[src/design/tcps_pkg.sv]
package tcps_pkg;

  localparam int NUM_CURVES = 8;
  localparam int BUF_DEPTH  = 64;

  localparam int MODE_W     = 2;
  localparam int CURVE_W    = 3;
  localparam int PCT_W      = 8;
  localparam int COORD_W    = 10;
  localparam int STEP_W     = 8;
  localparam int MAXP_W     = 7;
  localparam int CFG_IDX_W  = 3;
  localparam int CFG_DATA_W = 10;

  localparam int CIDX_W  = (NUM_CURVES > 1) ? $clog2(NUM_CURVES) : 1;
  localparam int PTR_W   = $clog2(BUF_DEPTH);
  localparam int CNT_W   = $clog2(BUF_DEPTH + 1);
  localparam int SUM_W   = PTR_W + 1;
  localparam int MEM_DEPTH = NUM_CURVES * BUF_DEPTH;
  localparam int ADDR_W  = (MEM_DEPTH > 2) ? $clog2(MEM_DEPTH) : 1;
  localparam int X_W     = CNT_W + STEP_W + 1;

  // percent scaling: q = p / 100 via multiply by ceil(2^24 / 100)
  localparam int PCT_FULL = 100;
  localparam int PCT_C_W  = 7;
  localparam int PROD_W   = PCT_C_W + COORD_W;
  localparam int RECIP_SH = 24;
  localparam int RECIP_W  = 18;
  localparam logic [RECIP_W-1:0] RECIP = RECIP_W'(((1 << RECIP_SH) + PCT_FULL - 1) / PCT_FULL);
  localparam int MIN_POINTS = 2;
  localparam logic [COORD_W-1:0] COORD_MAX = '1;

  localparam logic [MODE_W-1:0] MODE_ADD       = 2'd0;
  localparam logic [MODE_W-1:0] MODE_DRAW_ALL  = 2'd1;
  localparam logic [MODE_W-1:0] MODE_DRAW_LAST = 2'd2;
  localparam logic [MODE_W-1:0] MODE_CLEAR     = 2'd3;

  localparam logic [CFG_IDX_W-1:0] REG_Y_TOP      = 3'd0;
  localparam logic [CFG_IDX_W-1:0] REG_Y_BOTTOM   = 3'd1;
  localparam logic [CFG_IDX_W-1:0] REG_X_LEFT     = 3'd2;
  localparam logic [CFG_IDX_W-1:0] REG_STEP       = 3'd3;
  localparam logic [CFG_IDX_W-1:0] REG_MAX_POINTS = 3'd4;
  localparam logic [CFG_IDX_W-1:0] REG_FULL_CLEAN = 3'd5;
  localparam logic [CFG_IDX_W-1:0] REG_CLIP_Y     = 3'd6;

  localparam logic [COORD_W-1:0] RST_Y_TOP      = 10'd50;
  localparam logic [COORD_W-1:0] RST_Y_BOTTOM   = 10'd239;
  localparam logic [COORD_W-1:0] RST_X_LEFT     = 10'd0;
  localparam logic [STEP_W-1:0]  RST_STEP       = 8'd1;
  localparam logic [MAXP_W-1:0]  RST_MAX_POINTS = 7'd64;
  localparam logic               RST_FULL_CLEAN = 1'b1;
  localparam logic [COORD_W-1:0] RST_CLIP_Y     = 10'd50;

  // read index select
  localparam logic [1:0] RD_ZERO = 2'd0;
  localparam logic [1:0] RD_NEXT = 2'd1;
  localparam logic [1:0] RD_PEN  = 2'd2;
  localparam logic [1:0] RD_LAST = 2'd3;

  // segment shape while walking
  localparam logic SEG_STEP = 1'b0;
  localparam logic SEG_FLAT = 1'b1;

  // output source select
  localparam logic [1:0] OUT_TERM = 2'd0;
  localparam logic [1:0] OUT_DOT  = 2'd1;
  localparam logic [1:0] OUT_LAT  = 2'd2;
  localparam logic [1:0] OUT_PEND = 2'd3;

  typedef struct packed {
    logic       take_item;
    logic       add_mul;
    logic       add_div;
    logic       add_commit;
    logic       clr_commit;
    logic       rd_en;
    logic [1:0] rd_sel;
    logic       y0_cap;
    logic       run_inc;
    logic       advance;
    logic       push;
    logic       seg_kind;
    logic       out_load;
    logic [1:0] out_sel;
    logic       out_last;
  } cmd_t;

  typedef struct packed {
    logic [MODE_W-1:0] mode;
    logic              bad;
    logic              cnt_zero;
    logic              cnt_one;
    logic              more;
    logic              eq;
    logic              run_zero;
    logic              clip_step;
    logic              clip_flat;
    logic              pend_v;
  } sts_t;

endpackage

[src/design/tcps_ctrl.sv]
module tcps_ctrl (
  input  logic           clk,
  input  logic           rst_n,
  input  logic           in_valid,
  output logic           in_ready,
  output logic           out_valid,
  input  logic           out_ready,
  input  tcps_pkg::sts_t sts,
  output tcps_pkg::cmd_t cmd
);

  localparam logic [3:0] S_IDLE    = 4'd0;
  localparam logic [3:0] S_DEC     = 4'd1;
  localparam logic [3:0] S_ADD_DIV = 4'd2;
  localparam logic [3:0] S_ADD_WR  = 4'd3;
  localparam logic [3:0] S_DOT     = 4'd4;
  localparam logic [3:0] S_LAT0    = 4'd5;
  localparam logic [3:0] S_LAT1    = 4'd6;
  localparam logic [3:0] S_W0      = 4'd7;
  localparam logic [3:0] S_WCHK    = 4'd8;
  localparam logic [3:0] S_WCMP    = 4'd9;
  localparam logic [3:0] S_FIN     = 4'd10;

  logic [3:0] state_r, state_nxt;
  logic       out_valid_r, out_valid_nxt;
  logic       out_free;
  logic       clipped;

  assign out_free  = !out_valid_r || out_ready;
  assign out_valid = out_valid_r;
  assign in_ready  = (state_r == S_IDLE);
  assign clipped   = sts.run_zero ? sts.clip_step : sts.clip_flat;

  always_comb begin
    state_nxt = state_r;
    cmd       = '0;
    unique case (state_r)
      S_IDLE: begin
        if (in_valid) begin
          cmd.take_item = 1'b1;
          state_nxt     = S_DEC;
        end
      end
      S_DEC: begin
        unique case (sts.mode)
          tcps_pkg::MODE_ADD: begin
            if (sts.bad) begin
              state_nxt = S_IDLE;
            end else begin
              cmd.add_mul = 1'b1;
              state_nxt   = S_ADD_DIV;
            end
          end
          tcps_pkg::MODE_CLEAR: begin
            cmd.clr_commit = !sts.bad;
            state_nxt      = S_IDLE;
          end
          default: begin
            if (sts.bad || sts.cnt_zero) begin
              if (out_free) begin
                cmd.out_load = 1'b1;
                cmd.out_sel  = tcps_pkg::OUT_TERM;
                cmd.out_last = 1'b1;
                state_nxt    = S_IDLE;
              end
            end else if (sts.cnt_one) begin
              cmd.rd_en  = 1'b1;
              cmd.rd_sel = tcps_pkg::RD_ZERO;
              state_nxt  = S_DOT;
            end else if (sts.mode == tcps_pkg::MODE_DRAW_LAST) begin
              cmd.rd_en  = 1'b1;
              cmd.rd_sel = tcps_pkg::RD_PEN;
              state_nxt  = S_LAT0;
            end else begin
              cmd.rd_en  = 1'b1;
              cmd.rd_sel = tcps_pkg::RD_ZERO;
              state_nxt  = S_W0;
            end
          end
        endcase
      end
      S_ADD_DIV: begin
        cmd.add_div = 1'b1;
        state_nxt   = S_ADD_WR;
      end
      S_ADD_WR: begin
        cmd.add_commit = 1'b1;
        state_nxt      = S_IDLE;
      end
      S_DOT: begin
        if (out_free) begin
          cmd.out_load = 1'b1;
          cmd.out_sel  = tcps_pkg::OUT_DOT;
          cmd.out_last = 1'b1;
          state_nxt    = S_IDLE;
        end
      end
      S_LAT0: begin
        cmd.y0_cap = 1'b1;
        cmd.rd_en  = 1'b1;
        cmd.rd_sel = tcps_pkg::RD_LAST;
        state_nxt  = S_LAT1;
      end
      S_LAT1: begin
        if (out_free) begin
          cmd.out_load = 1'b1;
          cmd.out_sel  = tcps_pkg::OUT_LAT;
          cmd.out_last = 1'b1;
          state_nxt    = S_IDLE;
        end
      end
      S_W0: begin
        cmd.y0_cap = 1'b1;
        state_nxt  = S_WCHK;
      end
      S_WCHK: begin
        cmd.seg_kind = tcps_pkg::SEG_FLAT;
        if (sts.more) begin
          cmd.rd_en  = 1'b1;
          cmd.rd_sel = tcps_pkg::RD_NEXT;
          state_nxt  = S_WCMP;
        end else if (sts.run_zero || sts.clip_flat) begin
          state_nxt = S_FIN;
        end else if (!sts.pend_v || out_free) begin
          // trailing flat run; the held segment goes out first
          cmd.push     = 1'b1;
          cmd.out_load = sts.pend_v;
          cmd.out_sel  = tcps_pkg::OUT_PEND;
          state_nxt    = S_FIN;
        end
      end
      S_WCMP: begin
        cmd.seg_kind = sts.run_zero ? tcps_pkg::SEG_STEP : tcps_pkg::SEG_FLAT;
        if (sts.eq) begin
          cmd.run_inc = 1'b1;
          state_nxt   = S_WCHK;
        end else if (clipped) begin
          state_nxt = S_FIN;
        end else if (!sts.pend_v || out_free) begin
          cmd.push     = 1'b1;
          cmd.advance  = 1'b1;
          cmd.out_load = sts.pend_v;
          cmd.out_sel  = tcps_pkg::OUT_PEND;
          state_nxt    = S_WCHK;
        end
      end
      S_FIN: begin
        if (out_free) begin
          cmd.out_load = 1'b1;
          cmd.out_sel  = sts.pend_v ? tcps_pkg::OUT_PEND : tcps_pkg::OUT_TERM;
          cmd.out_last = 1'b1;
          state_nxt    = S_IDLE;
        end
      end
      default: begin
        state_nxt = S_IDLE;
      end
    endcase
  end

  always_comb begin
    if (cmd.out_load) begin
      out_valid_nxt = 1'b1;
    end else if (out_ready) begin
      out_valid_nxt = 1'b0;
    end else begin
      out_valid_nxt = out_valid_r;
    end
  end

  always_ff @(posedge clk) begin
    if (!rst_n) begin
      state_r     <= S_IDLE;
      out_valid_r <= 1'b0;
    end else begin
      state_r     <= state_nxt;
      out_valid_r <= out_valid_nxt;
    end
  end

endmodule

[config.mk]
export PLATFORM = sky130hd
export DESIGN_NAME = tcps_ctrl
export DESIGN_NICKNAME = d
export VERILOG_FILES = /design/src/design/tcps_pkg.sv /design/src/design/tcps_ctrl.sv
export SDC_FILE = /design/constraint.sdc
export NUM_CORES = 1
export LEC_CHECK = 0
export ABC_AREA = 1
export BUFFER_PORTS_ARGS = -buffer_cell sky130_fd_sc_hd__buf_4
export CORE_UTILIZATION = 47
export CTS_BUF_LIST = sky130_fd_sc_hd__clkbuf_2
export CTS_CLUSTER_SIZE = 16
export DETAILED_ROUTE_END_ITERATION = 8
export GPL_TIMING_DRIVEN = 0
export HOLD_SLACK_MARGIN = 0.06
export PLACE_DENSITY = 0.81
export SLEW_MARGIN = 20
export SYNTH_ARGS = -nofsm -noshare
export SYNTH_HDL_FRONTEND = slang
export SYNTH_SLANG_ARGS = --single-unit
[constraint.sdc]
create_clock -name clk -period 1.7 [get_ports clk]
set_clock_uncertainty 0.15 [all_clocks]
set_input_delay 0.17 -clock clk [delete_from_list [all_inputs] [get_ports clk]]
set_output_delay 0.17 -clock clk [all_outputs]
set_load 0.005 [all_outputs]
# Word level (Yosys, flattened, before mapping)
# Cells that the tools add are included.
[totals]
elab_cells = 88
register_bits = 5
output_inout_bits = 19
inputBits = 15
[classes]
n_eq_ne = 15
mux = 57
n_reduce_logical = 14
[ops]
columns = ["operator", "count"]
rows = [
  ["2-to-1 mux 4 bit", 16],
  ["case mux 4 bit (8 select lines)", 1],
  ["2-to-1 mux 3 bit", 8],
  ["2-to-1 mux 1 bit", 18],
  ["2-to-1 mux 2 bit", 9],
  ["case mux 3 bit (6 select lines)", 1],
  ["== test 4 x 3 -> 1 bit, second input constant", 4],
  ["== test 4 bit, second input constant", 3],
  ["case mux 3 bit (3 select lines)", 1],
  ["== test 4 x 2 -> 1 bit, second input constant", 2],
  ["!= test 4 bit, second input constant", 2],
  ["case mux 4 bit (2 select lines)", 1],
  ["== test 2 bit, second input constant", 2],
  ["== test 4 x 1 -> 1 bit, second input constant", 1],
  ["zero test 4 bit", 1],
  ["logical OR 1 bit", 4],
  ["case mux 1 bit (4 select lines)", 1],
  ["case mux 2 bit (2 select lines)", 1],
  ["OR reduction 2 bit", 2],
  ["zero test 1 bit", 3],
  ["AND reduction 3 bit", 1],
  ["OR reduction 3 bit", 1],
  ["zero test 2 bit", 1],
  ["!= test 2 bit, second input constant", 1],
  ["nonzero test 2 bit", 1],
]

# Logic depth before layout (Yosys ltp)
# Gate-level depths: netlist (run 1).
[depth]
depth_word = 8
depth_mapped = 10
ltp_nobuf = 10

# Least setup slack after synthesis (run 1)
# OpenSTA, ideal clock, no wires.
[synth_timing]
path_kind = "reg-to-output"
start = "register state_r[0]"
end = "output port cmd[3] (netlist bit)"
t_arrival_ns = 1.093
setup_slack_ns = 0.287
path_stages_with_launch = 8
cell_sequence = "dfxtp_1 inv_2 nor2_2 nand2_2 nor3_2 nor2_2 o21ai_1 buf_4"
[synth_lines]
columns = ["element", "line", "text"]
rows = [
  ["start, declared", "tcps_ctrl.sv:24", "logic [3:0] state_r, state_nxt;"],
  ["start signal, assigned", "tcps_ctrl.sv:176", "state_r <= state_nxt;"],
  ["end, declared", "tcps_ctrl.sv:9", "output tcps_pkg::cmd_t cmd"],
]

==> results.json, run 1 <==
{
  "arrival_ns": 1.42,
  "io_buffers": 33,
  "clock_path_buffers": 2,
  "leakagePower_nw": 0.666,
  "root_buffer": "clkbuf_2",
  "ir_worst_vdd_uv": 377,
  "synth_cells": 131,
  "synth_seq_cells": 5,
  "grt_first_pass_wirelength_um": 3140,
  "post-route-min-period_ns": 1.74,
  "synth_cell_type_count": 23,
  "initial_utilization": 0.523,
  "power.total_mw": 0.444,
  "timing.fmax_mhz": 574,
  "tns_ns": -0.142,
  "dr.pass1.iters": 4,
  "pwr-share-seq": 0.306,
  "track_usage": 0.280,
  "num-fill-cells": 74,
  "yosysWarnings": 0,
  "rsz0062_at_grt": "yes",
  "finalNonFillerCells": 194,
  "p_sw_mw": 0.170,
  "htree_levels": 1,
  "status": "finished, violations left",
  "cp-end-kind": "primary output",
  "dieHeight_um": 40.5,
  "maxSlewHeadroom": 0.674,
  "cp_data_required_time_ns": 1.38,
  "gp_congestion": 0.864,
  "syn_area_um2": 697,
  "hold_class": "in2reg",
  "intPower_mw": 0.274,
  "finalHoldViolations": 0,
  "period_share": 1.03,
  "area_delta_synth_final_pct": 65.7,
  "pwr-share-comb": 0.452,
  "setup_ws_ns": -0.0428,
  "clk_latency_ns": 0.21,
  "via_per_inst": 5.63,
  "finalNetCount": 198,
  "p_clk_frac": 0.242,
  "seq_area_frac_synth": 0.144,
  "wl_per_cell_um": 14.4,
  "final_cell_mix": "buf_4, nand2_1, inv_1, nor2_1, nand3_1",
  "syn_area_per_cell_um2": 5.32,
  "start_kind": "flip-flop",
  "crit_fanout": 4,
  "setup-violations-final": 4,
  "rows": 13,
  "die_area_um2": 1640,
  "drv_slew": 0,
  "routed_wirelength_um": 2780,
  "place_area_um2": 963,
  "p_sw_frac": 0.382,
  "place_hpwl_um": 1620,
  "cts.sink_count": 5,
  "worst_pin_slew_ns": 0.488,
  "postLayoutCoreUtil": 0.866,
  "num_vias": 1093,
  "grt_max_degree": 8,
  "cts_tree": "yes",
  "drive_gt1_frac": 0.430,
  "drt_iter0_markers": 57,
  "p_per_area_nw_per_um2": 384,
  "design.core.area_um2": 1330,
  "critical_path_class": "reg2out",
  "fin_area_um2": 1150,
  "insertedDiodeCount": 0,
  "die_x_um": 40.5,
  "place_inst": 179,
  "violations": "negative setup slack",
  "overflow": 0,
  "cts.clk_slew.worst_paths_ns": 0.05,
  "io_pins": 34,
  "cts_buffers": 3,
  "antenna_found_initial": 0,
  "first_global_vias": 776,
  "cap_violations": 0,
  "final_common_cell": "buf_4",
  "synth_nets": 149,
  "drc_errors": 0,
  "drtAntennaViolNets": 0
}
[power groups by stage]
stage,clock network [mW],logic (mW),registers (mW)
global placement,0,0.158,0.134
finish,0.107,0.201,0.136
detailed placement,0,0.161,0.134
floorplan,0,0.0919,0.132
global route,0.118,0.219,0.136
CTS,0.114,0.166,0.132
[worst paths after layout]
check                           startpoint    endpoint  slack (ns)  cells after the start
worst min register to register  state_r[3]  state_r[3]        0.42                      2
worst max register to register  state_r[3]  state_r[0]        0.03                     11
worst min-delay path                sts[4]  state_r[0]        0.18                      4
worst max-delay path            state_r[2]      cmd[1]       -0.04                      8
[metal layers]
metal  vias to the layer above  share of wire  global-route usage
met5                         -              0                   0
li1                        504              -                   -
met2                        72           0.50               0.480
met3                        16          0.082              0.0222
met1                       501           0.38               0.357
met4                         0          0.037               0.108
[cells by family (layout without fill, tap and decap cells)]
family / count (synthesis) / after routing / synth area share
simple gates: 83 / 83 / 0.539
compound gates: 12 / 12 / 0.108
buf+inv: 28 / 76 / 0.156
fa+ha+maj: 3 / 3 / 0.0539
flops: 5 / 5 / 0.144
[metrics by stage]
| step | worst slack [ns] | hold slack [ns] |
|---|---|---|
| finish | -0.0428 | 0.182 |
| floorplan | 0.287 | 0.118 |
| global route | -0.163 | 0.177 |
| CTS | -0.0365 | 0.140 |
| global placement | 0.0428 | 0.219 |
| detailed placement | 0.0506 | 0.221 |
[flip-flops by register name (all words and copies together), names as in the netlist]
| name | count |
|---|---|
| state_r | 4 |
| out_valid | 1 |
[cell type report]
cell class | count | area [um2] | area share
clock buffers | 4 | 20.0 | 0.0173
inverters | 27 | 111 | 0.0964
multi-input cells | 98 | 549 | 0.476
flip-flops and latches | 5 | 115 | 0.0997
well taps | 15 | 18.8 | 0.0163
repair buffers | 45 | 340 | 0.295
[critical path, cell delays in order (launching register included)]
cell	delay [ns]
dfxtp_4	0.39
inv_2	0.06
nand2_2	0.09
nor2_2	0.05
nand3_1	0.10
o21ai_2	0.08
a22oi_1	0.20
nand2_1	0.09
buf_4	0.15
[synthesized netlist by cell type, drive strengths merged]
cell type / instances / area (um2)
o21ai: 4 / 23.8
nor3: 2 / 15.0
ha: 3 / 37.5
nand4: 2 / 12.5
buf: 1 / 7.51
a31oi: 2 / 12.5
nand3b: 2 / 15.0
nand3: 13 / 65.1
o21a: 1 / 7.51
nor2: 29 / 134
a21oi: 4 / 23.8
nand2: 35 / 134
inv: 27 / 101
dfxtp: 5 / 100
a22oi: 1 / 7.51
[what timing repair did]
action / CTS / global route
hold buffers: 1 / 0
pin swaps: 4 / 5
gates resized for setup: 13 / 17
buffers inserted: 4 / 7
gates cloned: 0 / 0
endpoints found under the setup margin: 6 / 6
hold endpoints to repair: 1 / 0
No activity file was read; power rests on OpenSTA's default activity.
==> inputs of run 2 (changes only) <==
RECOVER_POWER = 50   (was default)
==> run 2 against run 1 <==
  * The flow still finishes with violations (negative setup slack)
  * Maximum frequency shrank 0.84%
  * Total power is essentially flat
  * Flip-flop and latch count is the same
  * Sequential power is essentially flat
  * Critical endpoint unchanged
==> results.json, run 2 (synthesized netlist as in run 1, its figures left out) <==
{
  "via_per_inst": 5.56,
  "hold_class": "in2reg",
  "setup-violations-final": 4,
  "htree_levels": 1,
  "worst_r2r_startpoint": "state_r[3]",
  "largest_reg_flops": 4,
  "root_buffer": "clkbuf_2",
  "rsz0062_at_grt": "yes",
  "cap_violations": 0,
  "dr.pass1.iters": 4,
  "place_area_um2": 963,
  "clk_latency_ns": 0.21,
  "period_share": 1.03,
  "rr_worst_depth": 11,
  "status": "finished, violations left",
  "drtAntennaViolNets": 0,
  "cp_data_required_time_ns": 1.38,
  "design.core.area_um2": 1330,
  "cts_buffers": 3,
  "track_usage": 0.280,
  "post-route-min-period_ns": 1.76,
  "grt_max_degree": 8,
  "cp_slowest_cell": "dfxtp_4",
  "setup_ws_ns": -0.0576,
  "finalHoldViolations": 0,
  "place_hpwl_um": 1620,
  "drive_gt1_frac": 0.430,
  "die_x_um": 40.5,
  "overflow": 0,
  "r2r_setup_slack_ns": 0.02,
  "fin_area_um2": 1150,
  "cp-end-kind": "primary output",
  "final_cell_mix": "buf_4, nand2_1, inv_1, nor2_1, nand3_1",
  "drt_iter0_markers": 73,
  "place_inst": 179,
  "insertedDiodeCount": 0,
  "io_pins": 34,
  "num_vias": 1079,
  "p_per_area_nw_per_um2": 385,
  "violations": "negative setup slack",
  "cts_tree": "yes",
  "ir_worst_vdd_uv": 377,
  "leakagePower_nw": 0.666,
  "area_delta_synth_final_pct": 65.7,
  "hp-start": "sts[4]",
  "worst_pin_slew_ns": 0.455,
  "slowest_delay_ns": 0.40,
  "finalNetCount": 198,
  "drc_errors": 0,
  "largest-register": "state_r",
  "initial_utilization": 0.523,
  "timing.fmax_mhz": 569,
  "critical_path_class": "reg2out",
  "finalNonFillerCells": 194,
  "rows": 13,
  "crit_fanout": 4,
  "grt_first_pass_wirelength_um": 3140,
  "clock_path_buffers": 2,
  "cp_cell_sequence": "inv_2 > nand2_2 > nor2_2 > nand3_1 > o21ai_2 > a22oi_1 > nand2_1 > buf_4",
  "first_global_vias": 776,
  "antenna_found_initial": 0,
  "gp_congestion": 0.864,
  "timing.rr.end": "state_r[0]",
  "die_area_um2": 1640,
  "maxSlewHeadroom": 0.695,
  "cts.clk_slew.worst_paths_ns": 0.05,
  "drv_slew": 0,
  "cts.sink_count": 5,
  "hold_end": "state_r[0]",
  "min_path_cells": 4,
  "routed_wirelength_um": 2840,
  "io_buffers": 33,
  "wl_per_cell_um": 14.6,
  "dieHeight_um": 40.5,
  "final_common_cell": "buf_4",
  "start_kind": "flip-flop",
  "arrival_ns": 1.44
}
run 2: changes by cell type in the layout (fill, tap and decap cells not counted), sizes merged:
cell    delta
buf        -1
clkbuf     +1
run 2: power breakdown:
group	switching [mW]	total, mW	internal (mW)
Clock	0.0452	0.107	0.0623
Sequential	0.0158	0.136	0.120
Combinational	0.109	0.201	0.0916
Total	0.170	0.444	0.274
run 2: cell type report:
cell class	instances	area, um2
tap	15	18.8
clock buffer	4	20.0
timing repair buffer	45	340
inverter	27	111
multi-input combinational	98	549
fill	74	179
sequential	5	115
run 2: critical path: cells and delay by family, from the launching register on:
kind | cells | cell delay, ns
flip-flops | 1 | 0.40
AND/OR/NAND/NOR | 4 | 0.35
AO/OA/AOI/OAI | 2 | 0.29
buffers and inverters | 2 | 0.21
run 2: stage by stage:
step	hold WS (ns)	TNS [ns]	setup WS (ns)	power, mW	utilization
after global routing	0.177	-0.664	-0.163	0.473	0.866
after detailed placement	0.221	0	0.0506	0.295	0.722
final	0.186	-0.194	-0.0576	0.444	0.866
after CTS	0.140	-0.0376	-0.0365	0.412	0.787
after floorplan	0.118	0	0.287	0.224	-
after global placement	0.219	0	0.0428	0.292	0.722
run 2: worst max-delay path by stage:
stage / startpoint / end / slack [ns] / depth (start not counted)
final: state_r[2] / cmd[1] / -0.06 / 8
after global placement: state_r[0] / cmd[3] / 0.04 / 8
after detailed placement: state_r[0] / cmd[3] / 0.05 / 8
after global routing: state_r[3] / cmd[4] / -0.16 / 7
after CTS: state_r[3] / cmd[5] / -0.04 / 7
after floorplan: state_r[0] / cmd[3] / 0.29 / 7
run 2: routing by layer:
layer,global-route usage,vias up,routed length [um],part of all wire
met1,0.357,495,1090,0.38
met5,0,-,0,0
met4,0.108,0,73,0.026
met3,0.0222,8,234,0.082
li1,-,505,-,-
met2,0.480,71,1440,0.51
run 2: what timing repair did:
action | in CTS | in global routing
hold endpoints to repair | 1 | 0
setup endpoints to repair | 6 | 6
pin swaps | 4 | 5
resized for setup | 13 | 17
hold buffers | 1 | 0
setup buffers | 4 | 7
==> inputs of run 3 (changes only) <==
CORE_ASPECT_RATIO = 0.8   (was default)
CORE_UTILIZATION = 40   (was 47)
PLACE_DENSITY = 0.71   (was 0.81)
==> run 3 against run 2 <==
  * The run still ends with negative setup slack left
  * Maximum frequency up 0.60%
  * Critical path depth down 1
  * Sequential power about the same
  * Die area up 17%
  * Non-clock buffer count down 7
  * First-iteration DRC count down 49%
  * Largest power group unchanged
  * Highest routed layer unchanged
  * Combinational power down 11%
  * Clock power up 9%
==> results.json, run 3 (synthesized netlist as in run 1, its figures left out) <==
{
  "status": "finished, violations left",
  "violations": "negative setup slack",
  "routed_wirelength_um": 2270,
  "place_hpwl_um": 1700,
  "insertedDiodeCount": 0,
  "post-route-min-period_ns": 1.75,
  "drt_iter0_markers": 37,
  "io_pins": 34,
  "pwr-share-seq": 0.310,
  "wl_per_cell_um": 11.7,
  "design.core.area_um2": 1630,
  "drive_gt1_frac": 0.419,
  "cap_violations": 0,
  "cts_tree": "yes",
  "overflow": 0,
  "drtAntennaViolNets": 0,
  "ir_worst_vdd_uv": 373,
  "cts_buffers": 3,
  "p_sw_frac": 0.407,
  "track_usage": 0.257,
  "finalHoldViolations": 0,
  "rsz0062_at_grt": "yes",
  "clock_path_buffers": 2,
  "pre_cts_slack_ns": 0.0671,
  "finalNonFillerCells": 194,
  "io_buffers": 33,
  "final_common_cell": "buf_4",
  "htree_levels": 1,
  "timing.fmax_mhz": 572,
  "cts.sink_count": 5,
  "p_clk_frac": 0.274,
  "p_per_area_nw_per_um2": 386,
  "drv_slew": 0,
  "final_cell_mix": "buf_4, nand2_1, inv_1, nor2_1, nand3_1",
  "slowest_delay_ns": 0.39,
  "period_share": 1.03,
  "dr.pass1.iters": 4,
  "dieHeight_um": 39.3,
  "crit_fanout": 5,
  "area_delta_synth_final_pct": 59.2,
  "num-fill-cells": 162,
  "antenna_found_initial": 0,
  "cp_cell_sequence": "inv_4 > nor2_4 > nand3b_1 > o21ai_2 > nand2_1 > o21ai_1 > buf_4",
  "multi_input_area_um2": 546,
  "intPower_mw": 0.254,
  "rows": 13,
  "first_global_vias": 851,
  "setup-violations-final": 4,
  "seqCellArea_um2": 115,
  "arrival_ns": 1.43,
  "setup_ws_ns": -0.0471,
  "cp_slowest_cell": "dfxtp_4",
  "die_area_um2": 1910,
  "p_sw_mw": 0.174,
  "root_buffer": "clkbuf_2",
  "largest-register": "state_r",
  "initial_utilization": 0.428,
  "drc_errors": 0,
  "leakagePower_nw": 0.626,
  "clk_latency_ns": 0.24,
  "start_kind": "flip-flop",
  "finalNetCount": 191,
  "critical_path_class": "reg2out",
  "cp_data_required_time_ns": 1.38,
  "pwr-share-comb": 0.416,
  "worst_pin_slew_ns": 0.281,
  "largest_reg_flops": 4,
  "place_inst": 186,
  "grt_first_pass_wirelength_um": 3620,
  "hold_class": "in2reg",
  "gp_congestion": 0.898,
  "via_per_inst": 5.06,
  "grt_max_degree": 8,
  "cts.clk_slew.worst_paths_ns": 0.07,
  "num_vias": 982,
  "die_x_um": 48.7,
  "postLayoutCoreUtil": 0.682,
  "tns_ns": -0.0930,
  "cp-end-kind": "primary output",
  "maxSlewHeadroom": 0.812
}
run 3: through the flow:
| step | area, um2 | hold WS [ns] | power [mW] |
|---|---|---|---|
| final | 1110 | 0.100 | 0.428 |
| after floorplan | 697 | 0.118 | 0.224 |
| after detailed placement | 972 | 0.227 | 0.295 |
| after CTS | 1060 | 0.0956 | 0.413 |
| after global placement | 972 | 0.215 | 0.291 |
| after global routing | 1110 | 0.116 | 0.455 |
run 3: critical path, delay by kind of cell, from the launching register on:
family,cells,cell delay (ns)
and+or+nand+nor,3,0.35
DFF,1,0.39
AOI/OAI and AO/OA,2,0.27
buffers and inverters,2,0.17
run 3: power by group through the flow:
stage / registers (mW) / logic, mW / clock network [mW]
2_1_floorplan: 0.132 / 0.0919 / 0
3_3_place_gp: 0.134 / 0.157 / 0
3_5_place_dp: 0.134 / 0.161 / 0
4_1_cts: 0.131 / 0.165 / 0.118
5_1_grt: 0.134 / 0.197 / 0.124
6_report: 0.133 / 0.178 / 0.117
run 3: what timing repair did:
action | CTS | global route
hold buffers | 1 | 0
endpoints found under the hold margin | 1 | 0
endpoints found under the setup margin | 6 | 7
buffers inserted | 3 | 2
pin swaps | 5 | 4
gates resized for setup | 18 | 13
run 3: final timing paths:
check	cells after the start	slack, ns	end	from
worst max register to register	10	0.18	state_r[1]	state_r[3]
worst max-delay path	7	-0.05	cmd[3]	state_r[3]
worst min-delay path	4	0.10	state_r[0]	sts[4]
worst min register to register	2	0.43	state_r[3]	state_r[3]
run 3: final cells by class:
class,count,area share
Timing Repair Buffer,38,0.266
Tap cell,22,0.0248
Sequential cell,5,0.104
Clock buffer,3,0.0135
Clock inverter,1,0.00451
Inverter,27,0.0958
Multi-Input combinational cell,98,0.492
run 3: layer usage:
metal | global-route usage | vias to the layer above | part of all wire
li1 | - | 488 | -
met1 | 0.312 | 460 | 0.44
met2 | 0.469 | 30 | 0.50
met3 | 0.0581 | 4 | 0.051
met4 | 0.0662 | 0 | 0.0053
met5 | 0 | - | 0
